File: config.mk
export PLATFORM = sky130hd
export DESIGN_NAME = atm_isqrt
export DESIGN_NICKNAME = d
export VERILOG_FILES = /design/src/atm_pkg.sv /design/src/atm_isqrt.sv
export SDC_FILE = /design/constraint.sdc
export NUM_CORES = 1
export LEC_CHECK = 0
export BUFFER_PORTS_ARGS = -buffer_cell sky130_fd_sc_hd__buf_2
export CAP_MARGIN = 20
export CORE_ASPECT_RATIO = 0.9
export CORE_UTILIZATION = 57
export DETAILED_ROUTE_END_ITERATION = 7
export HOLD_SLACK_MARGIN = 0.03
export PLACE_DENSITY = 0.84
export SLEW_MARGIN = 20
export SYNTH_ARGS = -nofsm -noshare
export SYNTH_HDL_FRONTEND = slang
export SYNTH_SLANG_ARGS = --single-unit
export TNS_END_PERCENT = 30
File: constraint.sdc
create_clock -name clk_i -period 5 [get_ports clk_i]
set_input_delay 1.5 -clock clk_i [delete_from_list [all_inputs] [get_ports clk_i]]
set_output_delay 1.5 -clock clk_i [all_outputs]
set_load 0.05 [all_outputs]
File: src/atm_pkg.sv
package atm_pkg;

  localparam int NUM_STAGES = 39;

  localparam int Q_W   = 23;
  localparam int NUM_W = 47;
  localparam int DEN_W = 30;
  localparam int QUO_W = 20;
  localparam int ROOT_W = 8;

  localparam logic [22:0] Q_MAX      = 23'h7FFFFF;
  localparam logic [31:0] SCALE_SAT  = 32'd67107840;
  localparam logic [25:0] OFFSET_Q18 = 26'd262;
  localparam logic [23:0] FIT_C1     = 24'd6443;
  localparam logic [46:0] FIT_C2     = 47'd6221655;
  localparam logic [17:0] FIT_C3     = 18'd257879;
  localparam logic [23:0] FIT_C4     = 24'd113496;
  localparam logic [47:0] FIT_C5     = 48'd16360801741;
  localparam logic [15:0] OUT_SCALE  = 16'd65025;

  typedef logic [17:0] coef_in_t;
  typedef logic signed [19:0] coef_out_t;

  localparam coef_in_t MAT_IN [3][3] = '{
    '{18'd156550, 18'd92951,  18'd12643},
    '{18'd19923,  18'd238116, 18'd4105},
    '{18'd7445,   18'd35083,  18'd219616}
  };

  localparam coef_out_t MAT_OUT [3][3] = '{
    '{20'sd420676, -20'sd139219, -20'sd19312},
    '{-20'sd26760, 20'sd290490,  -20'sd1586},
    '{-20'sd857,   -20'sd19074,  20'sd282072}
  };

endpackage

File: src/atm_isqrt.sv
module atm_isqrt (
  input  logic        clk_i,
  input  logic [15:0] val_i,
  input  logic        sat_i,
  output logic [7:0]  root_o
);
  import atm_pkg::*;

  logic [15:0]       val_in  [ROOT_W];
  logic [ROOT_W-1:0] root_in [ROOT_W];
  logic              sat_in  [ROOT_W];

  logic [15:0]       val_q  [ROOT_W];
  logic [ROOT_W-1:0] root_d [ROOT_W];
  logic [ROOT_W-1:0] root_q [ROOT_W];
  logic              sat_q  [ROOT_W];

  // one root bit per stage, msb first
  always_comb begin
    logic [ROOT_W-1:0] cand;
    logic [15:0]       sq;
    val_in[0]  = val_i;
    root_in[0] = '0;
    sat_in[0]  = sat_i;
    for (int j = 1; j < ROOT_W; j++) begin
      val_in[j]  = val_q[j-1];
      root_in[j] = root_q[j-1];
      sat_in[j]  = sat_q[j-1];
    end
    for (int j = 0; j < ROOT_W; j++) begin
      cand = root_in[j] | (ROOT_W'(1) << (ROOT_W - 1 - j));
      sq   = 16'(cand) * 16'(cand);
      root_d[j] = (sq <= val_in[j]) ? cand : root_in[j];
    end
  end

  always_ff @(posedge clk_i) begin
    for (int j = 0; j < ROOT_W; j++) begin
      val_q[j]  <= val_in[j];
      root_q[j] <= root_d[j];
      sat_q[j]  <= sat_in[j];
    end
  end

  assign root_o = sat_q[ROOT_W-1] ? '1 : root_q[ROOT_W-1];

endmodule

==> reports/results.txt, run 1 <==
Status -> finished, final reports clean
HPWL after detailed placement -> 13400 microns
Final setup skew -> 0.00885 ns
Wire length of the first global-routing pass -> 30800 microns
Multiplexer area fraction after synthesis -> 0.560%
Final setup violation count -> 0
Later-pin clock latency in the skew report -> 0.44 ns
Synth cell types -> 53
Max-slew violation count -> 0
Initial Utilization -> 58.9%
Gpl congestion -> 0.873
Max-cap violations -> 0
Worst-case register-to-register setup slack -> 0.03 ns
Deepest clock path buffer count -> 2
CTS sink count -> 156
Post-synthesis instance area -> 0.00916 sq mm
Congestion Overflow GR -> 0
FF+latch count, synth -> 156
Antenna fix cells -> 0
Clock transition at the registers of the reported paths -> 0.08 ns
Yosys warning count -> 0
Die span in y -> 122 microns
Share of flip-flops with an asynchronous set or reset after synthesis -> 0%
Total Wirelength -> 19400 microns
Dominant combinational cell family by area after synthesis -> adder cells
Core ar. -> 0.0155 sq mm
Worst Path Max Fanout -> 5
Maximum level of the CTS H-tree -> 4
Data arrival time of the critical path -> 5.32 ns
TritonCTS clock tree -> built
Most frequent cell after synthesis -> inv_1
Clock buffers created by TritonCTS -> 17
Hold/Removal Path Class -> reg -> reg
Root Buffer -> clkbuf_16
Dominant cells by area after synthesis -> dfxtp_1, ha_1, fa_1, inv_1, xnor2_1
Hold buffer count at CTS -> 0
Portion of synthesized cell area occupied by the leading cell type -> 34.1%
Proportion of layout cells with a drive suffix above 1 -> 19.6%
Synth Area in Compound Gates -> 7.86%
Via count of the first global-routing pass -> 6731
Synth Area in XOR/XNOR -> 5.45%
# nets final -> 1232
Main synth FF type -> dfxtp_1
Number of iterations in the first detailed-routing pass -> 5
Cell Rows -> 43
Fmax -> 201 MHz
Remaining routing DRC violations -> 0
Type of origin of the critical path -> register
I/O pins -> 26
Part of the cycle the worst path needs -> 99.5%
Count of buffers inserted at the top-level ports -> 25
Critical Setup Path Class -> reg -> reg
Most used standard cells in the synthesized netlist -> inv_1, ha_1, dfxtp_1, fa_1, xnor2_1
Post-synthesis area per instance -> 10.1 sq um
Number of hold violations in the final report -> 0
RSZ-0062 raised after global routing -> true
Share of synthesized cell area in full adder, half adder and majority cells -> 33.8%
Die Width -> 136 microns
Setup tns final -> 0 ns
Number of flops mapped to enable cells by yosys -> 0
Initial antenna violation count -> 0
Maximum number of pins on one net before global-route repair -> 21
Post-synthesis share of cell area spent on and, or, nand and nor gates -> 10.5%
Required time at the endpoint of the critical path -> 5.35 ns
Setup crit end kind -> register
Leading area contributor after synthesis -> dfxtp_1
Post-Synthesis Net Count -> 1139
Synthesized instance count -> 906
Global-route usage over all layers -> 24.5%
Sequential-to-total area share from yosys stat -> 34.1%
Via-to-Cell Ratio -> 5.27
Antenna-violating nets left -> 0
DIE AREA -> 0.0166 sq mm
1st-iter DRT viols -> 301
Via Count -> 6402
Slew headroom -> 57.5%
Detail-routed net length per standard cell -> 16.0 microns
Area growth, synth to finish -> 19.3%
Time the final worst path needs with I/O delays and setup -> 4.97 ns
Slew at the pin closest to its max-slew limit -> 0.621 ns
-- state kept, by name, summed over array words and instances, names as in the netlist --
name and flops:
sat_q 8, root_q 36, val_q 112
-- worst paths after layout --
path / endpoint / from / cells past startpoint
min reg2reg: sat_q[1][1] / sat_q[1][0] / 0
max reg2reg: root_q[1][24] / root_q[1][17] / 21
min: sat_q[1][1] / sat_q[1][0] / 0
max: root_q[1][24] / root_q[1][17] / 21
-- critical path, stage by stage, from the launching register on --
cell and delay, ns:
dfxtp_2 0.34, inv_1 0.08, buf_4 0.16, nor2_2 0.18
fa_1 0.22, inv_1 0.06, fa_1 0.48, inv_1 0.04
ha_1 0.26, inv_1 0.05, fa_1 0.53, inv_1 0.05
ha_1 0.36, nor2b_4 0.21, o21bai_4 0.08, a221oi_4 0.41
nor4b_2 0.10, a311o_1 0.33, ha_4 0.28, and4_4 0.23
nand4_1 0.09, o41ai_1 0.33
-- metrics by stage --
step                utilization, %  worst slack, ns  cell area (sq um)  cells  hold slack [ns]
finish                        70.2           0.0264              10900   1214            0.328
global route                  70.2           -0.169              10900   1214            0.336
CTS                           68.4          -0.0928              10600   1210            0.331
detailed placement            63.6           -0.200               9900   1176            0.313
global placement              63.6          -0.0972               9900   1176            0.310
floorplan                        -          0.00802               9170    906            0.310
-- what timing repair did --
| action | in CTS | in global routing |
|---|---|---|
| setup endpoints to repair | 3 | 3 |
| setup buffers | 2 | 4 |
| resized for setup | 21 | 60 |
| pin swaps | 6 | 40 |
-- logic make-up (layout without fill, tap and decap cells) --
kind of cell    count (synthesis)  in the layout
compound gates                105            105
xor+xnor                       57             57
fa+ha+maj                     215            215
buf+inv                       189            295
flops                         156            156
mux                             5              5
simple gates                  179            179
-- final cells by class --
| cell class | instances | area (sq um) |
|---|---|---|
| Fill cell | 1027 | 4630 |
| Clock buffer | 17 | 425 |
| Clock inverter | 15 | 209 |
| Sequential cell | 156 | 3160 |
| Multi-Input combinational cell | 561 | 5630 |
| Inverter | 181 | 679 |
| Tap cell | 202 | 253 |
| Timing Repair Buffer | 82 | 564 |
-- per-layer routing --
metal | track usage, % | vias up | part of all wire (%) | wire length, microns
met5 | 0 | - | 0 | 0
met4 | 11.0 | 0 | 3.7 | 715
met3 | 4.83 | 69 | 3.2 | 623
met2 | 46.0 | 147 | 54 | 10500
met1 | 26.3 | 3047 | 39 | 7540
li1 | - | 3139 | - | -
-- cells in the final DEF (no fill, tap or decap), types with 9 or more instances in the layout --
cell / synthesis / routed
a21o_1: 16 / 16
a21oi_1: 36 / 35
and2_1: 25 / 22
buf_2: 0 / 25
buf_4: 0 / 54
clkbuf_16: 0 / 17
dfxtp_1: 156 / 140
dfxtp_2: 0 / 10
fa_1: 54 / 52
ha_1: 161 / 150
inv_1: 179 / 174
nand2_1: 38 / 33
nand3_1: 11 / 10
nand4_1: 13 / 13
nor2_1: 28 / 22
nor4_1: 11 / 9
or2_2: 11 / 10
xnor2_1: 47 / 47
xor2_1: 10 / 10
Power of run 1 is left out: the tool's default activity adds up to more than one toggle a clock period on the data nets, which glitch-free logic cannot reach.
==> inputs of run 2 (changes only) <==
--- a/config.mk
+++ b/config.mk
@@ -5,6 +5,7 @@
 export SDC_FILE = /design/constraint.sdc
 export NUM_CORES = 1
 export LEC_CHECK = 0
+export ABC_AREA = 1
 export BUFFER_PORTS_ARGS = -buffer_cell sky130_fd_sc_hd__buf_2
 export CAP_MARGIN = 20
 export CORE_ASPECT_RATIO = 0.9
==> reports/results.txt, run 2 <==
Required time at the endpoint of the critical path -> 5.31 ns
Data arrival time of the critical path -> 5.07 ns
Leading area contributor after synthesis -> dfxtp_1
Worst hold margin -> 0.328 ns
HPWL after detailed placement -> 13700 microns
Wire length of the first global-routing pass -> 30100 microns
Number of hold violations in the final report -> 0
Final setup skew -> 0.00954 ns
Dominant cells by area after synthesis -> dfxtp_1, ha_1, fa_1, inv_1, nand2_1
Main synth FF type -> dfxtp_1
Portion of synthesized cell area occupied by the leading cell type -> 32.4%
Slew headroom -> 70.0%
Max-cap violations -> 0
Worst Path Max Fanout -> 9
Worst-case register-to-register setup slack -> 0.24 ns
Deepest clock path buffer count -> 2
Maximum level of the CTS H-tree -> 4
Post-Synthesis Net Count -> 1372
Hold/Removal Path Class -> reg -> reg
Gpl congestion -> 0.877
Hold buffer count at CTS -> 0
Via count of the first global-routing pass -> 7039
Remaining routing DRC violations -> 2
Yosys warning count -> 0
Worst setup timing slack at the placement stage -> 0.263 ns
Clock buffers created by TritonCTS -> 17
Area growth, synth to finish -> 10.5%
Hold wc startpoint -> sat_q[1][2]
Critical Setup Path Class -> reg -> reg
Via Count -> 6999
Register with the most flip-flops -> val_q
Slew at the pin closest to its max-slew limit -> 0.444 ns
Sequential-to-total area share from yosys stat -> 32.4%
Count of buffers inserted at the top-level ports -> 25
Final critical-path setup slack -> 0.239 ns
Beginning of the critical path -> root_q[1][11]
Reg2reg end -> root_q[1][17]
Antenna fix cells -> 0
End point of the worst hold path -> sat_q[1][3]
Die span in y -> 125 microns
Setup tns final -> 0 ns
Failing checks -> DRC
Proportion of layout cells with a drive suffix above 1 -> 7.53%
Root Buffer -> clkbuf_16
Congestion Overflow GR -> 0
Share of synthesized cell area in full adder, half adder and majority cells -> 32.1%
TritonCTS clock tree -> built
Synthesized instance count -> 1139
Fmax -> 210 MHz
Post-synthesis share of cell area spent on and, or, nand and nor gates -> 16.3%
Multiplexer area fraction after synthesis -> 0.104%
Time the final worst path needs with I/O delays and setup -> 4.76 ns
Max reg flops -> 112
R2R depth -> 21
1st-iter DRT viols -> 331
Most used cells in the layout excluding fill and tap cells -> inv_1, nand2_1, ha_1
Initial Utilization -> 58.9%
Cell Rows -> 44
# nets final -> 1417
Post-synthesis area per instance -> 8.46 sq um
Post-synthesis instance area -> 0.00964 sq mm
Registers with the most flip-flops -> val_q x112, root_q x36, sat_q x8
Status -> finished with violations
I/O pins -> 26
Global-route usage over all layers -> 21.4%
Later-pin clock latency in the skew report -> 0.42 ns
Final setup violation count -> 0
Buffers inserted during post-CTS setup optimization -> 0
DIE AREA -> 0.0174 sq mm
FF+latch count, synth -> 156
Most common cell after layout, fill and taps aside -> inv_1
Maximum number of pins on one net before global-route repair -> 17
Die Width -> 139 microns
Number of iterations in the first detailed-routing pass -> 6
Number of flops mapped to enable cells by yosys -> 0
Hold Path Cell Cnt -> 0
Via-to-Cell Ratio -> 4.99
Share of flip-flops with an asynchronous set or reset after synthesis -> 0%
Type of origin of the critical path -> register
Antenna-violating nets left -> 0
Most used standard cells in the synthesized netlist -> inv_1, nand2_1, ha_1, dfxtp_1, fa_1
Core ar. -> 0.0164 sq mm
Max-slew violation count -> 0
Synth cell types -> 31
Dominant combinational cell family by area after synthesis -> adder cells
Initial antenna violation count -> 0
Detail-routed net length per standard cell -> 12.4 microns
Synth Area in XOR/XNOR -> 4.54%
Fillers -> 1241
Synth Area in Compound Gates -> 3.26%
Part of the cycle the worst path needs -> 95.2%
Most frequent cell after synthesis -> inv_1
CTS sink count -> 156
Clock transition at the registers of the reported paths -> 0.06 ns
Worst R2R Start -> root_q[1][11]
Setup crit end kind -> register
Total Wirelength -> 17500 microns
-- run 2: changes by cell type after synthesis, sizes merged, moves of 5 or more --
cell    before  now
nor2b        7    0
inv        181  279
nand3       11   40
nand2       38  240
nand2b       8    1
xnor2       47   18
and2        26    0
nor4        11    6
a21o        17    2
nor2        28   44
xor2        10   32
-- run 2: final cells by class --
type | instances | area, sq um | area share, %
Inverter | 279 | 1050 | 9.83
Multi-Input combinational cell | 694 | 5430 | 51.0
Timing Repair Buffer | 36 | 208 | 1.95
Clock buffer | 17 | 425 | 3.99
Sequential cell | 156 | 3130 | 29.4
Tap cell | 207 | 259 | 2.43
Clock inverter | 14 | 155 | 1.46
-- run 2: metal layers --
metal / wire length, microns / GRT usage (%) / part of all wire, %
met5: 0 / 0 / 0
met2: 8850 / 38.9 / 51
met4: 414 / 9.08 / 2.4
met1: 7640 / 24.8 / 44
met3: 556 / 3.72 / 3.2
-- run 2: cell families (layout without fill, tap and decap cells) --
family                   Yosys count  in the layout
AND/OR/NAND/NOR                  369            369
buffers and inverters            289            346
adder cells (fa/ha/maj)          215            215
flip-flops                       156            156
AO/OA/AOI/OAI                     59             59
XOR/XNOR                          50             50
multiplexers                       1              1
-- run 2: worst max-delay path: stages, from the launching register on --
cell and delay, ns:
dfxtp_2 0.44, nand2_1 0.14, fa_1 0.53, inv_1 0.08, fa_1 0.51, fa_1 0.56, inv_1 0.06, fa_1 0.53
inv_1 0.05, ha_1 0.35, a21oi_1 0.31, nor2_1 0.07, nor2_1 0.12, nand2_1 0.07, nand2_1 0.06, nand2_1 0.06
ha_1 0.27, nand4_1 0.11, nor2_1 0.15, o21ai_0 0.09, nand2_1 0.06, nand2_1 0.04
-- run 2: worst max-delay path by stage --
stage | end | cells past startpoint | slack (ns)
floorplan | root_q[1][24] | 24 | 0.51
global placement | root_q[1][17] | 21 | 0.37
detailed placement | root_q[1][17] | 21 | 0.26
CTS | root_q[1][17] | 21 | 0.14
global route | root_q[1][17] | 21 | -0.005
finish | root_q[1][17] | 21 | 0.24
-- run 2: what timing repair did --
action | in CTS | in global routing
hold endpoints to repair | 0 | 0
setup endpoints to repair | 0 | 2
resized for setup | 0 | 4
-- run 2: per-stage QoR --
| step | cell area, sq um | utilization (%) | instances |
|---|---|---|---|
| after floorplan | 9640 | - | 1139 |
| after global placement | 10100 | 61.5 | 1372 |
| final | 10600 | 65.1 | 1403 |
| after global routing | 10600 | 65.1 | 1403 |
| after detailed placement | 10100 | 61.5 | 1372 |
| after CTS | 10600 | 65.1 | 1403 |
Power of run 2 is left out for the same reason.
==> inputs of run 3 (changes only) <==
--- a/config.mk
+++ b/config.mk
@@ -9,10 +9,10 @@
 export BUFFER_PORTS_ARGS = -buffer_cell sky130_fd_sc_hd__buf_2
 export CAP_MARGIN = 20
 export CORE_ASPECT_RATIO = 0.9
-export CORE_UTILIZATION = 57
+export CORE_UTILIZATION = 25
 export DETAILED_ROUTE_END_ITERATION = 7
 export HOLD_SLACK_MARGIN = 0.03
-export PLACE_DENSITY = 0.84
+export PLACE_DENSITY = 0.47
 export SLEW_MARGIN = 20
 export SYNTH_ARGS = -nofsm -noshare
 export SYNTH_HDL_FRONTEND = slang
==> reports/results.txt, run 3 (synthesis results as in run 2) <==
Via count of the first global-routing pass -> 6672
Slowest stage cell, crit path -> fa_1
R2R depth -> 21
Most used cells in the layout excluding fill and tap cells -> inv_1, nand2_1, ha_1
Hold/Removal Path Class -> reg -> reg
Cell Rows -> 67
Most common cell after layout, fill and taps aside -> inv_1
List of cells traversed by the critical path -> nand2_1 > fa_1 > inv_1 > fa_1 > fa_1 > inv_1 > fa_1 > inv_1 > ha_1 > a21oi_1 > nand2_1 > nand2_1 > nand3_1 > nand2_1 > nand2_1 > ha_1 > nand4_1 > nor2_2 > o21ai_0 > nand2_1 > nand2_1
Maximum level of the CTS H-tree -> 4
Initial Utilization -> 25.6%
Final critical-path setup slack -> 0.325 ns
Hold buffer count at CTS -> 0
Maximum number of pins on one net before global-route repair -> 19
Antenna fix cells -> 0
Later-pin clock latency in the skew report -> 0.43 ns
Number of gates on the worst path with buffers counted -> 21
Critical Setup Path Class -> reg -> reg
Count of buffers inserted at the top-level ports -> 25
Worst-case register-to-register setup slack -> 0.33 ns
Worst setup timing slack at the placement stage -> 0.208 ns
Antenna-violating nets left -> 0
Worst R2R Start -> root_q[1][11]
Deepest clock path buffer count -> 2
Cell mode on critical path -> nand2_1
Congestion Overflow GR -> 0
TritonCTS clock tree -> built
Die span in y -> 188 microns
Final setup skew -> 0.0128 ns
Worst Path Max Fanout -> 9
Beginning of the critical path -> root_q[1][11]
Proportion of layout cells with a drive suffix above 1 -> 8.40%
Initial antenna violation count -> 0
Part of the cycle the worst path needs -> 93.5%
Required time at the endpoint of the critical path -> 5.32 ns
Clock transition at the registers of the reported paths -> 0.07 ns
I/O pins -> 26
Type of origin of the critical path -> register
Slew at the pin closest to its max-slew limit -> 0.474 ns
Count of buffering cells on the critical path with inverters included -> 3
Die Width -> 209 microns
Number of hold violations in the final report -> 0
Setup crit end kind -> register
Via-to-Cell Ratio -> 3.91
Slew headroom -> 68.4%
Global-route usage over all layers -> 9.74%
Status -> finished, final reports clean
HPWL after detailed placement -> 14900 microns
Registers with the most flip-flops -> val_q x112, root_q x36, sat_q x8
Reg2reg end -> root_q[1][17]
Core ar. -> 0.0376 sq mm
Count of placed standard cells in the final layout, fillers left out -> 1685
Buffers inserted during post-CTS setup optimization -> 0
Time the final worst path needs with I/O delays and setup -> 4.67 ns
Fmax -> 214 MHz
Max-slew violation count -> 0
Register with the most flip-flops -> val_q
Placed inst area -> 0.0104 sq mm
Area growth, synth to finish -> 14.8%
Remaining routing DRC violations -> 0
DIE AREA -> 0.0393 sq mm
Placed cells -> 1653
Via Count -> 6587
CTS sink count -> 156
Final standard cell area without fillers -> 0.0111 sq mm
Total Wirelength -> 17500 microns
Setup tns final -> 0 ns
1st-iter DRT viols -> 251
Max-cap violations -> 0
# nets final -> 1422
Gpl congestion -> 0.819
Detail-routed net length per standard cell -> 10.4 microns
Number of iterations in the first detailed-routing pass -> 4
Clock buffers created by TritonCTS -> 17
RSZ-0062 raised after global routing -> false
Max incr delay on CP -> 0.55 ns
Data arrival time of the critical path -> 5.00 ns
Max reg flops -> 112
Crit path capture -> root_q[1][17]
CP top delay family -> adder cells
Wire length of the first global-routing pass -> 30900 microns
Root Buffer -> clkbuf_16
Final setup violation count -> 0
==> run 3: cell count changes in the layout (fill, tap and decap cells not counted), moves of 2 or more <==
cell / change
buf_4: +5
clkinv_8: +3
ha_1: -2
ha_2: +2
nor2_1: -2
nor2_2: +2
==> run 3: area by class of cell <==
class / count / area, sq um
Fill cell: 4017 / 26600
Multi-Input combinational cell: 694 / 5440
Sequential cell: 156 / 3130
Inverter: 279 / 1050
Tap cell: 483 / 604
Clock buffer: 17 / 425
Timing Repair Buffer: 41 / 245
Clock inverter: 15 / 173
==> run 3: worst min-delay path by stage <==
| stage | start | endpoint | depth (start not counted) | slack, ns |
|---|---|---|---|---|
| 6_report | sat_q[1][1] | sat_q[1][2] | 0 | 0.32 |
| 5_1_grt | sat_q[1][1] | sat_q[1][2] | 0 | 0.33 |
| 2_1_floorplan | sat_q[0][0] | sat_q[0][1] | 0 | 0.31 |
| 4_1_cts | sat_q[1][1] | sat_q[1][2] | 0 | 0.33 |
| 3_3_place_gp | sat_q[0][1] | sat_q[0][2] | 0 | 0.31 |
| 3_5_place_dp | sat_q[1][0] | sat_q[1][1] | 0 | 0.31 |
==> run 3: routing by layer <==
metal	track usage, %	vias up	share of wire, %
met5	0	-	0
met4	3.00	0	1.4
met3	2.10	21	2.6
met2	15.6	58	43
met1	13.1	2933	53
li1	-	3575	-
==> run 3: worst register-to-register path: stages (launching register included) <==
cell and delay (ns):
dfxtp_2 0.42, nand2_1 0.10, fa_1 0.51, inv_1 0.07
fa_1 0.51, fa_1 0.55, inv_1 0.06, fa_1 0.53
inv_1 0.05, ha_1 0.35, a21oi_1 0.29, nand2_1 0.10
nand2_1 0.08, nand3_1 0.06, nand2_1 0.06, nand2_1 0.05
ha_1 0.28, nand4_1 0.13, nor2_2 0.15, o21ai_0 0.09
nand2_1 0.06, nand2_1 0.05
==> run 3: per-stage QoR <==
step / utilization, % / hold slack [ns]
after floorplan: - / 0.310
after global placement: 27.8 / 0.311
after detailed placement: 27.8 / 0.314
after CTS: 29.3 / 0.330
after global routing: 29.4 / 0.334
final: 29.4 / 0.324
==> run 3: timing repair <==
item / in CTS / in global routing
hold endpoints to repair: 0 / 0
endpoints found under the setup margin: 0 / 2
resized for setup: 0 / 9
Power of run 3 is left out for the same reason.
